File: src/sm2_der_pkg.sv
// ----------------------------------------------------------------------------
// SM2 DER stripper package
// Status codes and DER constants shared by the stripper core.
// ----------------------------------------------------------------------------
package sm2_der_pkg;

	typedef enum logic [2:0] {
		ST_OK           = 3'd0,
		ST_BAD_TAG      = 3'd1,
		ST_BAD_LEN_FORM = 3'd2,
		ST_BAD_ELEMENT  = 3'd3,
		ST_LEN_MISMATCH = 3'd4
	} status_t;

	localparam logic [7:0] TAG_SEQUENCE = 8'h30;
	localparam logic [7:0] LEN_LONG     = 8'h80;
	localparam int         FIXED_FIELDS = 3;

endpackage

File: src/sm2_ciphertext_der_stripper_core.sv
// ----------------------------------------------------------------------------
// SM2 ciphertext DER stripper core
// Parses a DER SEQUENCE { C1x, C1y, hash, C2 } one byte per transfer and
// emits C1x, C1y and hash as FIELD_BYTES bytes each, then the C2 bytes.
// ----------------------------------------------------------------------------
// Each byte passes through the input register, the result generator and the output register.
// Throughput: one byte per cycle while the result generator is free and the
//   output is not stalled; a short fixed-field length byte causes FIELD_BYTES - len
//   results, sent one per cycle by the result generator while result_stall is low,
//   and holds the input while more than one of them remains to be sent.
// Reset: arst_n clears all control state; the parser also returns to the outer tag after every final byte.
module sm2_ciphertext_der_stripper_core #(
	parameter int FIELD_BYTES   = 32,
	parameter int MAX_LEN_BYTES = 3
) (
	input  logic       clk,
	input  logic       arst_n,
	input  logic       data_valid,
	output logic       data_stall,
	input  logic [7:0] data_byte,
	input  logic       is_last,
	output logic       result_valid,
	input  logic       result_stall,
	output logic [7:0] out_byte,
	output logic       out_valid,
	output logic       run_last,
	output logic       done_res,
	output logic [2:0] status,
	output logic [7:0] payload_count
);

	localparam int PadW = $clog2(FIELD_BYTES + 1);
	localparam int LenW = 8 * MAX_LEN_BYTES;
	localparam int LbW  = $clog2(MAX_LEN_BYTES + 1);

	typedef enum logic [3:0] {
		PH_OUTER_TAG = 4'd0,
		PH_OUTER_LEN = 4'd1,
		PH_OUTER_EXT = 4'd2,
		PH_EL_TAG    = 4'd3,
		PH_EL_LEN    = 4'd4,
		PH_EL_DROP   = 4'd5,
		PH_EL_BODY   = 4'd6,
		PH_DONE      = 4'd7,
		PH_ERROR     = 4'd8
	} phase_t;

	// parser state
	phase_t               phase_q;
	logic [LbW-1:0]       olen_left_q;
	logic [LenW-1:0]      olen_q;
	logic [LenW-1:0]      seen_q;
	logic [1:0]           eidx_q;
	logic [7:0]           eleft_q;
	sm2_der_pkg::status_t err_q;
	logic [7:0]           ecnt_q;

	// input register
	logic                 v_s1;
	logic [7:0]           byte_s1;
	logic                 last_s1;

	// result generator
	logic [PadW-1:0]      gen_cnt_q;
	logic [7:0]           gen_byte_q;
	logic                 gen_bit_q;
	logic                 gen_done_q;
	sm2_der_pkg::status_t gen_status_q;
	logic [7:0]           gen_count_q;

	// output register
	logic                 out_v_q;
	logic [7:0]           out_byte_q;
	logic                 out_bit_q;
	logic                 out_last_q;
	logic                 out_done_q;
	logic [2:0]           out_status_q;
	logic [7:0]           out_count_q;

	// handshake chain
	logic out_take, out_free, gen_emit, gen_free, step_fire, data_take;

	assign out_take   = out_v_q & ~result_stall;
	assign out_free   = ~out_v_q | out_take;
	assign gen_emit   = (gen_cnt_q != '0) & out_free;
	assign gen_free   = (gen_cnt_q == '0) | ((gen_cnt_q == PadW'(1)) & out_free);
	assign step_fire  = v_s1 & gen_free;
	assign data_stall = v_s1 & ~gen_free;
	assign data_take  = data_valid & ~data_stall;

	// next parser state for the item in the input register
	phase_t               ph_n;
	logic [LbW-1:0]       olen_left_n;
	logic [LenW-1:0]      olen_n;
	logic [LenW-1:0]      seen_n;
	logic [1:0]           eidx_n;
	logic [7:0]           eleft_n;
	sm2_der_pkg::status_t err_n;
	logic [7:0]           ecnt_n;
	logic [PadW-1:0]      res_n;
	logic [7:0]           rbyte_n;
	logic                 rbit_n;
	sm2_der_pkg::status_t st_n;
	logic [7:0]           ecnt_res;
	logic [8:0]           ecnt_sum;
	logic [PadW-1:0]      pad_len;

	always_comb begin
		ph_n        = phase_q;
		olen_left_n = olen_left_q;
		olen_n      = olen_q;
		seen_n      = seen_q;
		eidx_n      = eidx_q;
		eleft_n     = eleft_q;
		err_n       = err_q;
		ecnt_n      = ecnt_q;
		res_n       = '0;
		rbyte_n     = 8'h00;
		rbit_n      = 1'b0;
		pad_len     = '0;
		ecnt_sum    = 9'd0;

		// count content bytes against the declared outer length
		if (phase_q >= PH_EL_TAG && phase_q <= PH_DONE) begin
			if (seen_q >= olen_q) begin
				err_n = sm2_der_pkg::ST_LEN_MISMATCH;
				ph_n  = PH_ERROR;
			end else begin
				seen_n = seen_q + LenW'(1);
			end
		end

		case (ph_n)
			PH_OUTER_TAG: begin
				if (byte_s1 != sm2_der_pkg::TAG_SEQUENCE) begin
					err_n = sm2_der_pkg::ST_BAD_TAG;
					ph_n  = PH_ERROR;
				end else begin
					ph_n = PH_OUTER_LEN;
				end
			end
			PH_OUTER_LEN: begin
				if (byte_s1 < sm2_der_pkg::LEN_LONG) begin
					olen_n = LenW'(byte_s1);
					eidx_n = 2'd0;
					ph_n   = PH_EL_TAG;
				end else if (byte_s1[6:0] == 7'd0 || byte_s1[6:0] > 7'(MAX_LEN_BYTES)) begin
					err_n = sm2_der_pkg::ST_BAD_LEN_FORM;
					ph_n  = PH_ERROR;
				end else begin
					olen_left_n = LbW'(byte_s1[6:0]);
					olen_n      = '0;
					ph_n        = PH_OUTER_EXT;
				end
			end
			PH_OUTER_EXT: begin
				olen_n = LenW'({olen_q, byte_s1});
				if (olen_left_q != '0)
					olen_left_n = olen_left_q - LbW'(1);
				if (olen_left_n == '0) begin
					eidx_n = 2'd0;
					ph_n   = PH_EL_TAG;
				end
			end
			PH_EL_TAG: begin
				ph_n = PH_EL_LEN;
			end
			PH_EL_LEN: begin
				if (eidx_q < 2'(sm2_der_pkg::FIXED_FIELDS)) begin
					if (byte_s1 > 8'(FIELD_BYTES + 1)) begin
						err_n = sm2_der_pkg::ST_BAD_ELEMENT;
						ph_n  = PH_ERROR;
					end else if (byte_s1 == 8'(FIELD_BYTES + 1)) begin
						ph_n = PH_EL_DROP;
					end else begin
						// left-pad a short field with zeros
						if (byte_s1 < 8'(FIELD_BYTES))
							pad_len = PadW'(FIELD_BYTES) - PadW'(byte_s1);
						res_n    = pad_len;
						rbit_n   = 1'b1;
						ecnt_sum = 9'(ecnt_q) + 9'(pad_len);
						ecnt_n   = ecnt_sum[8] ? 8'hFF : ecnt_sum[7:0];
						if (byte_s1 == 8'h00) begin
							eidx_n = eidx_q + 2'd1;
							ph_n   = PH_EL_TAG;
						end else begin
							eleft_n = byte_s1;
							ph_n    = PH_EL_BODY;
						end
					end
				end else begin
					if (byte_s1 >= sm2_der_pkg::LEN_LONG) begin
						err_n = sm2_der_pkg::ST_BAD_ELEMENT;
						ph_n  = PH_ERROR;
					end else if (byte_s1 == 8'h00) begin
						ph_n = PH_DONE;
					end else begin
						eleft_n = byte_s1;
						ph_n    = PH_EL_BODY;
					end
				end
			end
			PH_EL_DROP: begin
				eleft_n = 8'(FIELD_BYTES);
				ph_n    = PH_EL_BODY;
			end
			PH_EL_BODY: begin
				res_n   = PadW'(1);
				rbyte_n = byte_s1;
				rbit_n  = 1'b1;
				if (ecnt_q != 8'hFF)
					ecnt_n = ecnt_q + 8'd1;
				if (eleft_q != 8'd0)
					eleft_n = eleft_q - 8'd1;
				if (eleft_n == 8'd0) begin
					if (eidx_q >= 2'(sm2_der_pkg::FIXED_FIELDS)) begin
						ph_n = PH_DONE;
					end else begin
						eidx_n = eidx_q + 2'd1;
						ph_n   = PH_EL_TAG;
					end
				end
			end
			default: begin
			end
		endcase

		if (err_n != sm2_der_pkg::ST_OK)
			st_n = err_n;
		else if (ph_n < PH_EL_TAG || seen_n != olen_n)
			st_n = sm2_der_pkg::ST_LEN_MISMATCH;
		else if (ph_n != PH_DONE)
			st_n = sm2_der_pkg::ST_BAD_ELEMENT;
		else
			st_n = sm2_der_pkg::ST_OK;

		ecnt_res = ecnt_n;

		if (last_s1) begin
			// the final byte always yields at least one result, a filler if nothing else
			if (res_n == '0) begin
				res_n   = PadW'(1);
				rbyte_n = 8'h00;
				rbit_n  = 1'b0;
			end
			ph_n        = PH_OUTER_TAG;
			olen_left_n = '0;
			olen_n      = '0;
			seen_n      = '0;
			eidx_n      = 2'd0;
			eleft_n     = 8'd0;
			err_n       = sm2_der_pkg::ST_OK;
			ecnt_n      = 8'd0;
		end
	end

	always_ff @(posedge clk or negedge arst_n) begin
		if (!arst_n) begin
			phase_q      <= PH_OUTER_TAG;
			olen_left_q  <= '0;
			olen_q       <= '0;
			seen_q       <= '0;
			eidx_q       <= 2'd0;
			eleft_q      <= 8'd0;
			err_q        <= sm2_der_pkg::ST_OK;
			ecnt_q       <= 8'd0;
			v_s1         <= 1'b0;
			byte_s1      <= 8'h00;
			last_s1      <= 1'b0;
			gen_cnt_q    <= '0;
			gen_byte_q   <= 8'h00;
			gen_bit_q    <= 1'b0;
			gen_done_q   <= 1'b0;
			gen_status_q <= sm2_der_pkg::ST_OK;
			gen_count_q  <= 8'd0;
			out_v_q      <= 1'b0;
			out_byte_q   <= 8'h00;
			out_bit_q    <= 1'b0;
			out_last_q   <= 1'b0;
			out_done_q   <= 1'b0;
			out_status_q <= 3'd0;
			out_count_q  <= 8'd0;
		end else begin
			// input register
			if (data_take) begin
				v_s1    <= 1'b1;
				byte_s1 <= data_byte;
				last_s1 <= is_last;
			end else if (step_fire) begin
				v_s1 <= 1'b0;
			end

			// advance the parser and load the generator
			if (step_fire) begin
				phase_q      <= ph_n;
				olen_left_q  <= olen_left_n;
				olen_q       <= olen_n;
				seen_q       <= seen_n;
				eidx_q       <= eidx_n;
				eleft_q      <= eleft_n;
				err_q        <= err_n;
				ecnt_q       <= ecnt_n;
				gen_cnt_q    <= res_n;
				gen_byte_q   <= rbyte_n;
				gen_bit_q    <= rbit_n;
				gen_done_q   <= last_s1;
				gen_status_q <= st_n;
				gen_count_q  <= ecnt_res;
			end else if (gen_emit) begin
				gen_cnt_q <= gen_cnt_q - PadW'(1);
			end

			// output register: one result per transfer
			if (gen_emit) begin
				out_v_q      <= 1'b1;
				out_byte_q   <= gen_byte_q;
				out_bit_q    <= gen_bit_q;
				out_last_q   <= (gen_cnt_q == PadW'(1));
				out_done_q   <= gen_done_q & (gen_cnt_q == PadW'(1));
				out_status_q <= (gen_done_q & (gen_cnt_q == PadW'(1))) ? gen_status_q : 3'd0;
				out_count_q  <= (gen_done_q & (gen_cnt_q == PadW'(1))) ? gen_count_q : 8'd0;
			end else if (out_take) begin
				out_v_q <= 1'b0;
			end
		end
	end

	assign result_valid  = out_v_q;
	assign out_byte      = out_byte_q;
	assign out_valid     = out_bit_q;
	assign run_last      = out_last_q;
	assign done_res      = out_done_q;
	assign status        = out_status_q;
	assign payload_count = out_count_q;

`ifndef SYNTH
	a_done_is_run_last: assert property (@(posedge clk) disable iff (!arst_n)
		result_valid && done_res |-> run_last)
		else $error("done_res without run_last");

	a_status_only_done: assert property (@(posedge clk) disable iff (!arst_n)
		result_valid && !done_res |-> status == 3'd0 && payload_count == 8'd0)
		else $error("status or count outside final result");

	a_stall_when_padding: assert property (@(posedge clk) disable iff (!arst_n)
		v_s1 && gen_cnt_q > PadW'(1) |-> data_stall)
		else $error("input not held while generator busy");

	a_gen_bound: assert property (@(posedge clk) disable iff (!arst_n)
		gen_cnt_q <= PadW'(FIELD_BYTES))
		else $error("generator count beyond field size");
`endif

endmodule
File: config.mk
export PLATFORM = sky130hd
export DESIGN_NAME = sm2_ciphertext_der_stripper_core
export DESIGN_NICKNAME = d
export VERILOG_FILES = /design/src/sm2_der_pkg.sv /design/src/sm2_ciphertext_der_stripper_core.sv
export SDC_FILE = /design/constraint.sdc
export NUM_CORES = 1
export LEC_CHECK = 0
export ABC_AREA = 0
export BUFFER_PORTS_ARGS = -buffer_cell sky130_fd_sc_hd__buf_4
export CAP_MARGIN = 20
export CELL_PAD_IN_SITES_DETAIL_PLACEMENT = 0
export CELL_PAD_IN_SITES_GLOBAL_PLACEMENT = 1
export CORE_UTILIZATION = 44
export CTS_CLUSTER_SIZE = 12
export DETAILED_ROUTE_END_ITERATION = 8
export GPL_TIMING_DRIVEN = 0
export PLACE_DENSITY = 0.78
export SETUP_SLACK_MARGIN = 0.1
export SYNTH_ARGS = -nofsm -noshare
export SYNTH_HDL_FRONTEND = slang
export SYNTH_SLANG_ARGS = --single-unit
File: constraint.sdc
create_clock -name clk -period 3.8 [get_ports clk]
set_clock_uncertainty 0.2 [all_clocks]
set_input_delay 0.95 -clock clk [delete_from_list [all_inputs] [get_ports clk]]
set_output_delay 0.95 -clock clk [all_outputs]
set_load 0.01 [all_outputs]
==> metrics.csv <==
stage,metric,value,unit
synth,syn nets,1131,
clock_tree,CTS tree,done,
floorplanning,Top-Level Pins,37,
synth,simple-gate share of the synthesized area,0.200,
global_routing,antenna violations before repair,0,
sta,final worst slack,-0.0243,ns
placement,Placed Area,9950,sq um
floorplanning,die area,21700,sq um
final_layout,final core area utilization,0.571,
placement,Post-DP HPWL,22.9,mm
route,post-route antenna net violation count,0,
floorplanning,Core ar.,20500,sq um
sta,Max-slew headroom,0.447,
global_routing,"Remaining Overflow, GRT",0,
final_layout,fin area,11700,sq um
synth,Post-synth top cells,"nand2_1, dfrtp_1, o21ai_0, nor2_1, clkbuf_1",
sta,min Tclk post-route,3.82,ns
clock_tree,CTS buffer count,17,
worst_setup_path,startpoint type of the worst setup path,flop,
status,failing checks,setup timing,
synth,top cell type's share of synthesized area,0.363,
power,Leakage,4.84,nW
worst_setup_path,CP Capture Type,flop,
worst_setup_path,R2R setup slack,-0.02,ns
worst_setup_path,number of cells on the worst reg-to-reg path,10,
synth,xor and xnor area share after synthesis,0.0506,
global_routing,vias in the first global route,8657,
placement,placed insts,1384,
power,Power Dens Cells,628,nW/um^2
synth,Avg Inst Size Synth,8.64,sq um
sta,"Hold Violations, Final",0,
flow_run,max_cap viols,0,
route,First-pass DRT Iterations,5,
clock_tree,worst-case clock buffer depth,2,
clock_tree,"Reg clk slew, reported paths",0.06,ns
worst_setup_path,Crit Path Max Fanout,10,
synth,most frequent cell after synthesis,nand2_1,
floorplanning,Die W,147,um
global_routing,first-pass GRT wire length,50.6,mm
synth,ys flop type,dfrtp_1,
final_layout,area delta synth->final,25.7,%
final_layout,final net count,1244,
synth,sequential share of the synthesized area,0.363,
worst_setup_path,Worst Path Buf+Inv,1,
sta,final setup vio count,2,
worst_setup_path,kind of cell adding the most delay to the critical path,simple AND/OR/NAND/NOR gates,
sta,Final Cycle Share,1.01,
sta,fmax,261,MHz
clock_tree,clk sinks,135,
worst_setup_path,Critical Path Slowest Stage Cell,or4_4,
synth,Yosys warning total,0,
final_layout,"non-filler cells, final",1473,
final_layout,FILL cells,1865,
worst_setup_path,Worst EP required,3.96,ns
synth,largest family of logic cells by synthesized area,compound AO/OA/AOI/OAI gates,
route,DRT iter0 DRCs,879,
floorplanning,Starting Density,0.454,
synth,Synth async-reset ratio,1.00,
worst_setup_path,CP startpoint,phase_q[1]$_DFFE_PN0P_,
route,Via-to-Cell Ratio,6.34,
status,status,"finished, violations left",
sta,fin. max-slew vios,0,
floorplanning,row cnt,52,
synth,synthesized flop and latch total,135,
route,DR DRC count,0,
placement,PortBufs,36,
synth,Post-Syn Instances,1077,
final_layout,layout cell share with drive strength beyond 1,0.228,
route,via count,9335,
final_layout,Antenna diodes,0,
worst_setup_path,crit path cell chain,buf_2 > nor4b_4 > nand4_4 > a32oi_4 > xnor2_2 > or4_4 > a211oi_4 > nand4_1 > or4_4 > o21ai_1,
floorplanning,Die Y,147,um
worst_setup_path,most frequent CP cell,or4_4,
synth,Synth cell types,87,
synth,post-synthesis compound-gate area fraction,0.262,
clock_tree,H-tree Lvls,4,
synth,post-synthesis mux area share,0.0139,
sta,Worst-Margin Slew,0.821,ns
synth,number of synthesized flops with an enable pin,0,
synth,Synth Area in Adders,0.0559,
sta,RSZ-0062 raised after global routing,yes,
worst_setup_path,reg2reg start,phase_q[1]$_DFFE_PN0P_,
worst_setup_path,Critical Path Sink,gen_status_q[0]$_DFFE_PN0P_,
worst_hold_path,Min-Delay Path Class,reg -> reg,
clock_tree,clk root buf,clkbuf_16,
worst_setup_path,CP arrival,3.98,ns
worst_setup_path,Max stage delay on crit path,0.57,ns
global_routing,largest net degree at the start of global routing,89,
worst_setup_path,WP depth,10,
route,WL final,32.9,mm
worst_setup_path,Worst R2R End,gen_status_q[0]$_DFFE_PN0P_,
clock_tree,clk_lat worst skew,0.44,ns
global_routing,GRT Overall Usage,0.306,
route,Avg WL per Cell,22.4,um
placement,gpl congestion,0.991,
worst_setup_path,WS Path Type,reg -> reg,
synth,Yosys top cell by area,dfrtp_1,
synth,synth top area cells,"dfrtp_1, nand2_1, ha_1",
synth,Post-Syn Area,9300,sq um
power,peak supply drop,0.000385,V
-- layer usage --
metal | track usage | up-vias | wire length, um
met3 | 0.0460 | 113 | 2390
met2 | 0.496 | 466 | 15300
met5 | 0 | - | 0
met4 | 0.153 | 0 | 1620
met1 | 0.399 | 4518 | 13600
li1 | - | 4238 | -
-- tightest hold or removal path: stages (launching register included) --
cell and delay, ns:
dfrtp_1 0.34, nand2_1 0.05, nand2_1 0.05
-- worst min path at each step --
stage                                          from                       to  cells past startpoint
after CTS                 gen_byte_q[1]$_DFFE_PN0P_  out_byte[1]$_DFFE_PN0P_                      2
after floorplan           gen_byte_q[0]$_DFFE_PN0P_  out_byte[0]$_DFFE_PN0P_                      2
after global placement    gen_byte_q[2]$_DFFE_PN0P_  out_byte[2]$_DFFE_PN0P_                      2
final                     gen_byte_q[1]$_DFFE_PN0P_  out_byte[1]$_DFFE_PN0P_                      2
after detailed placement  gen_byte_q[1]$_DFFE_PN0P_  out_byte[1]$_DFFE_PN0P_                      2
after global routing      gen_byte_q[4]$_DFFE_PN0P_  out_byte[4]$_DFFE_PN0P_                      2
-- per-stage QoR --
stage          setup TNS, ns  hold WS, ns  power, mW  setup slack, ns
6_report             -0.0367        0.265       7.34          -0.0243
5_1_grt               -0.351        0.281       7.72           -0.184
4_1_cts              -0.0216        0.269       7.11          -0.0180
3_5_place_dp          -12.27        0.254       4.99           -0.726
3_3_place_gp          -11.82        0.251       4.97           -0.729
2_1_floorplan              0        0.239       4.01            0.145
-- power breakdown --
part / switching (mW) / internal (mW)
registers: 0.254 / 1.67
logic: 2.39 / 1.34
clock network: 0.694 / 0.990
-- cells in the final DEF (no fill, tap or decap), types with 6 or more instances in the layout --
master and instances:
xor2_1 17, o31ai_1 24, clkbuf_16 17, nor4_1 8, o21ai_0 85, a22o_1 40
buf_4 96, clkbuf_2 11, clkbuf_1 35, nand2_1 143, dfrtp_2 19, nand3_1 24
a32oi_4 6, a31oi_1 9, a22oi_1 7, buf_6 7, a21oi_1 47, nand4_1 17
ha_1 38, dfrtp_1 116, a21o_1 7, and2_1 13, and3_1 8, xnor2_1 29
a211oi_1 6, buf_2 9, inv_1 46, nor3_1 27, a32oi_1 7, nor2_1 59
mux2_2 7, a2111oi_4 6
-- what timing repair did --
action	CTS	global route
setup buffers	34	24
hold buffers	0	0
resized for setup	112	55
endpoints found under the setup margin	43	48
pin swaps	24	22
-- logic make-up after synthesis --
kind of cell | after synthesis
AND/OR/NAND/NOR | 370
AO/OA/AOI/OAI | 343
flip-flops | 135
buffers and inverters | 124
XOR/XNOR | 52
adder cells (fa/ha/maj) | 41
multiplexers | 12
-- state kept, by name (all words and copies together) (netlist names), 8 cells and up --
| register | flops |
|---|---|
| gen_byte_q | 8 |
| payload_count | 8 |
| seen_q | 24 |
| olen_q | 24 |
| ecnt_q | 8 |
| out_byte | 8 |
| eleft_q | 8 |
| gen_count_q | 8 |
| byte_s1 | 8 |
-- final cells by class --
| cell class | instances | area, sq um | share of cell area |
|---|---|---|---|
| well taps | 270 | 338 | 0.0289 |
| flip-flops and latches | 135 | 3400 | 0.291 |
| repair buffers | 95 | 741 | 0.0633 |
| clock inverters | 13 | 148 | 0.0126 |
| inverters | 49 | 188 | 0.0160 |
| plain buffers | 74 | 417 | 0.0356 |
| multi-input cells | 818 | 6020 | 0.515 |
| clock buffers | 19 | 443 | 0.0379 |
No activity file was read; power rests on OpenSTA's default activity.
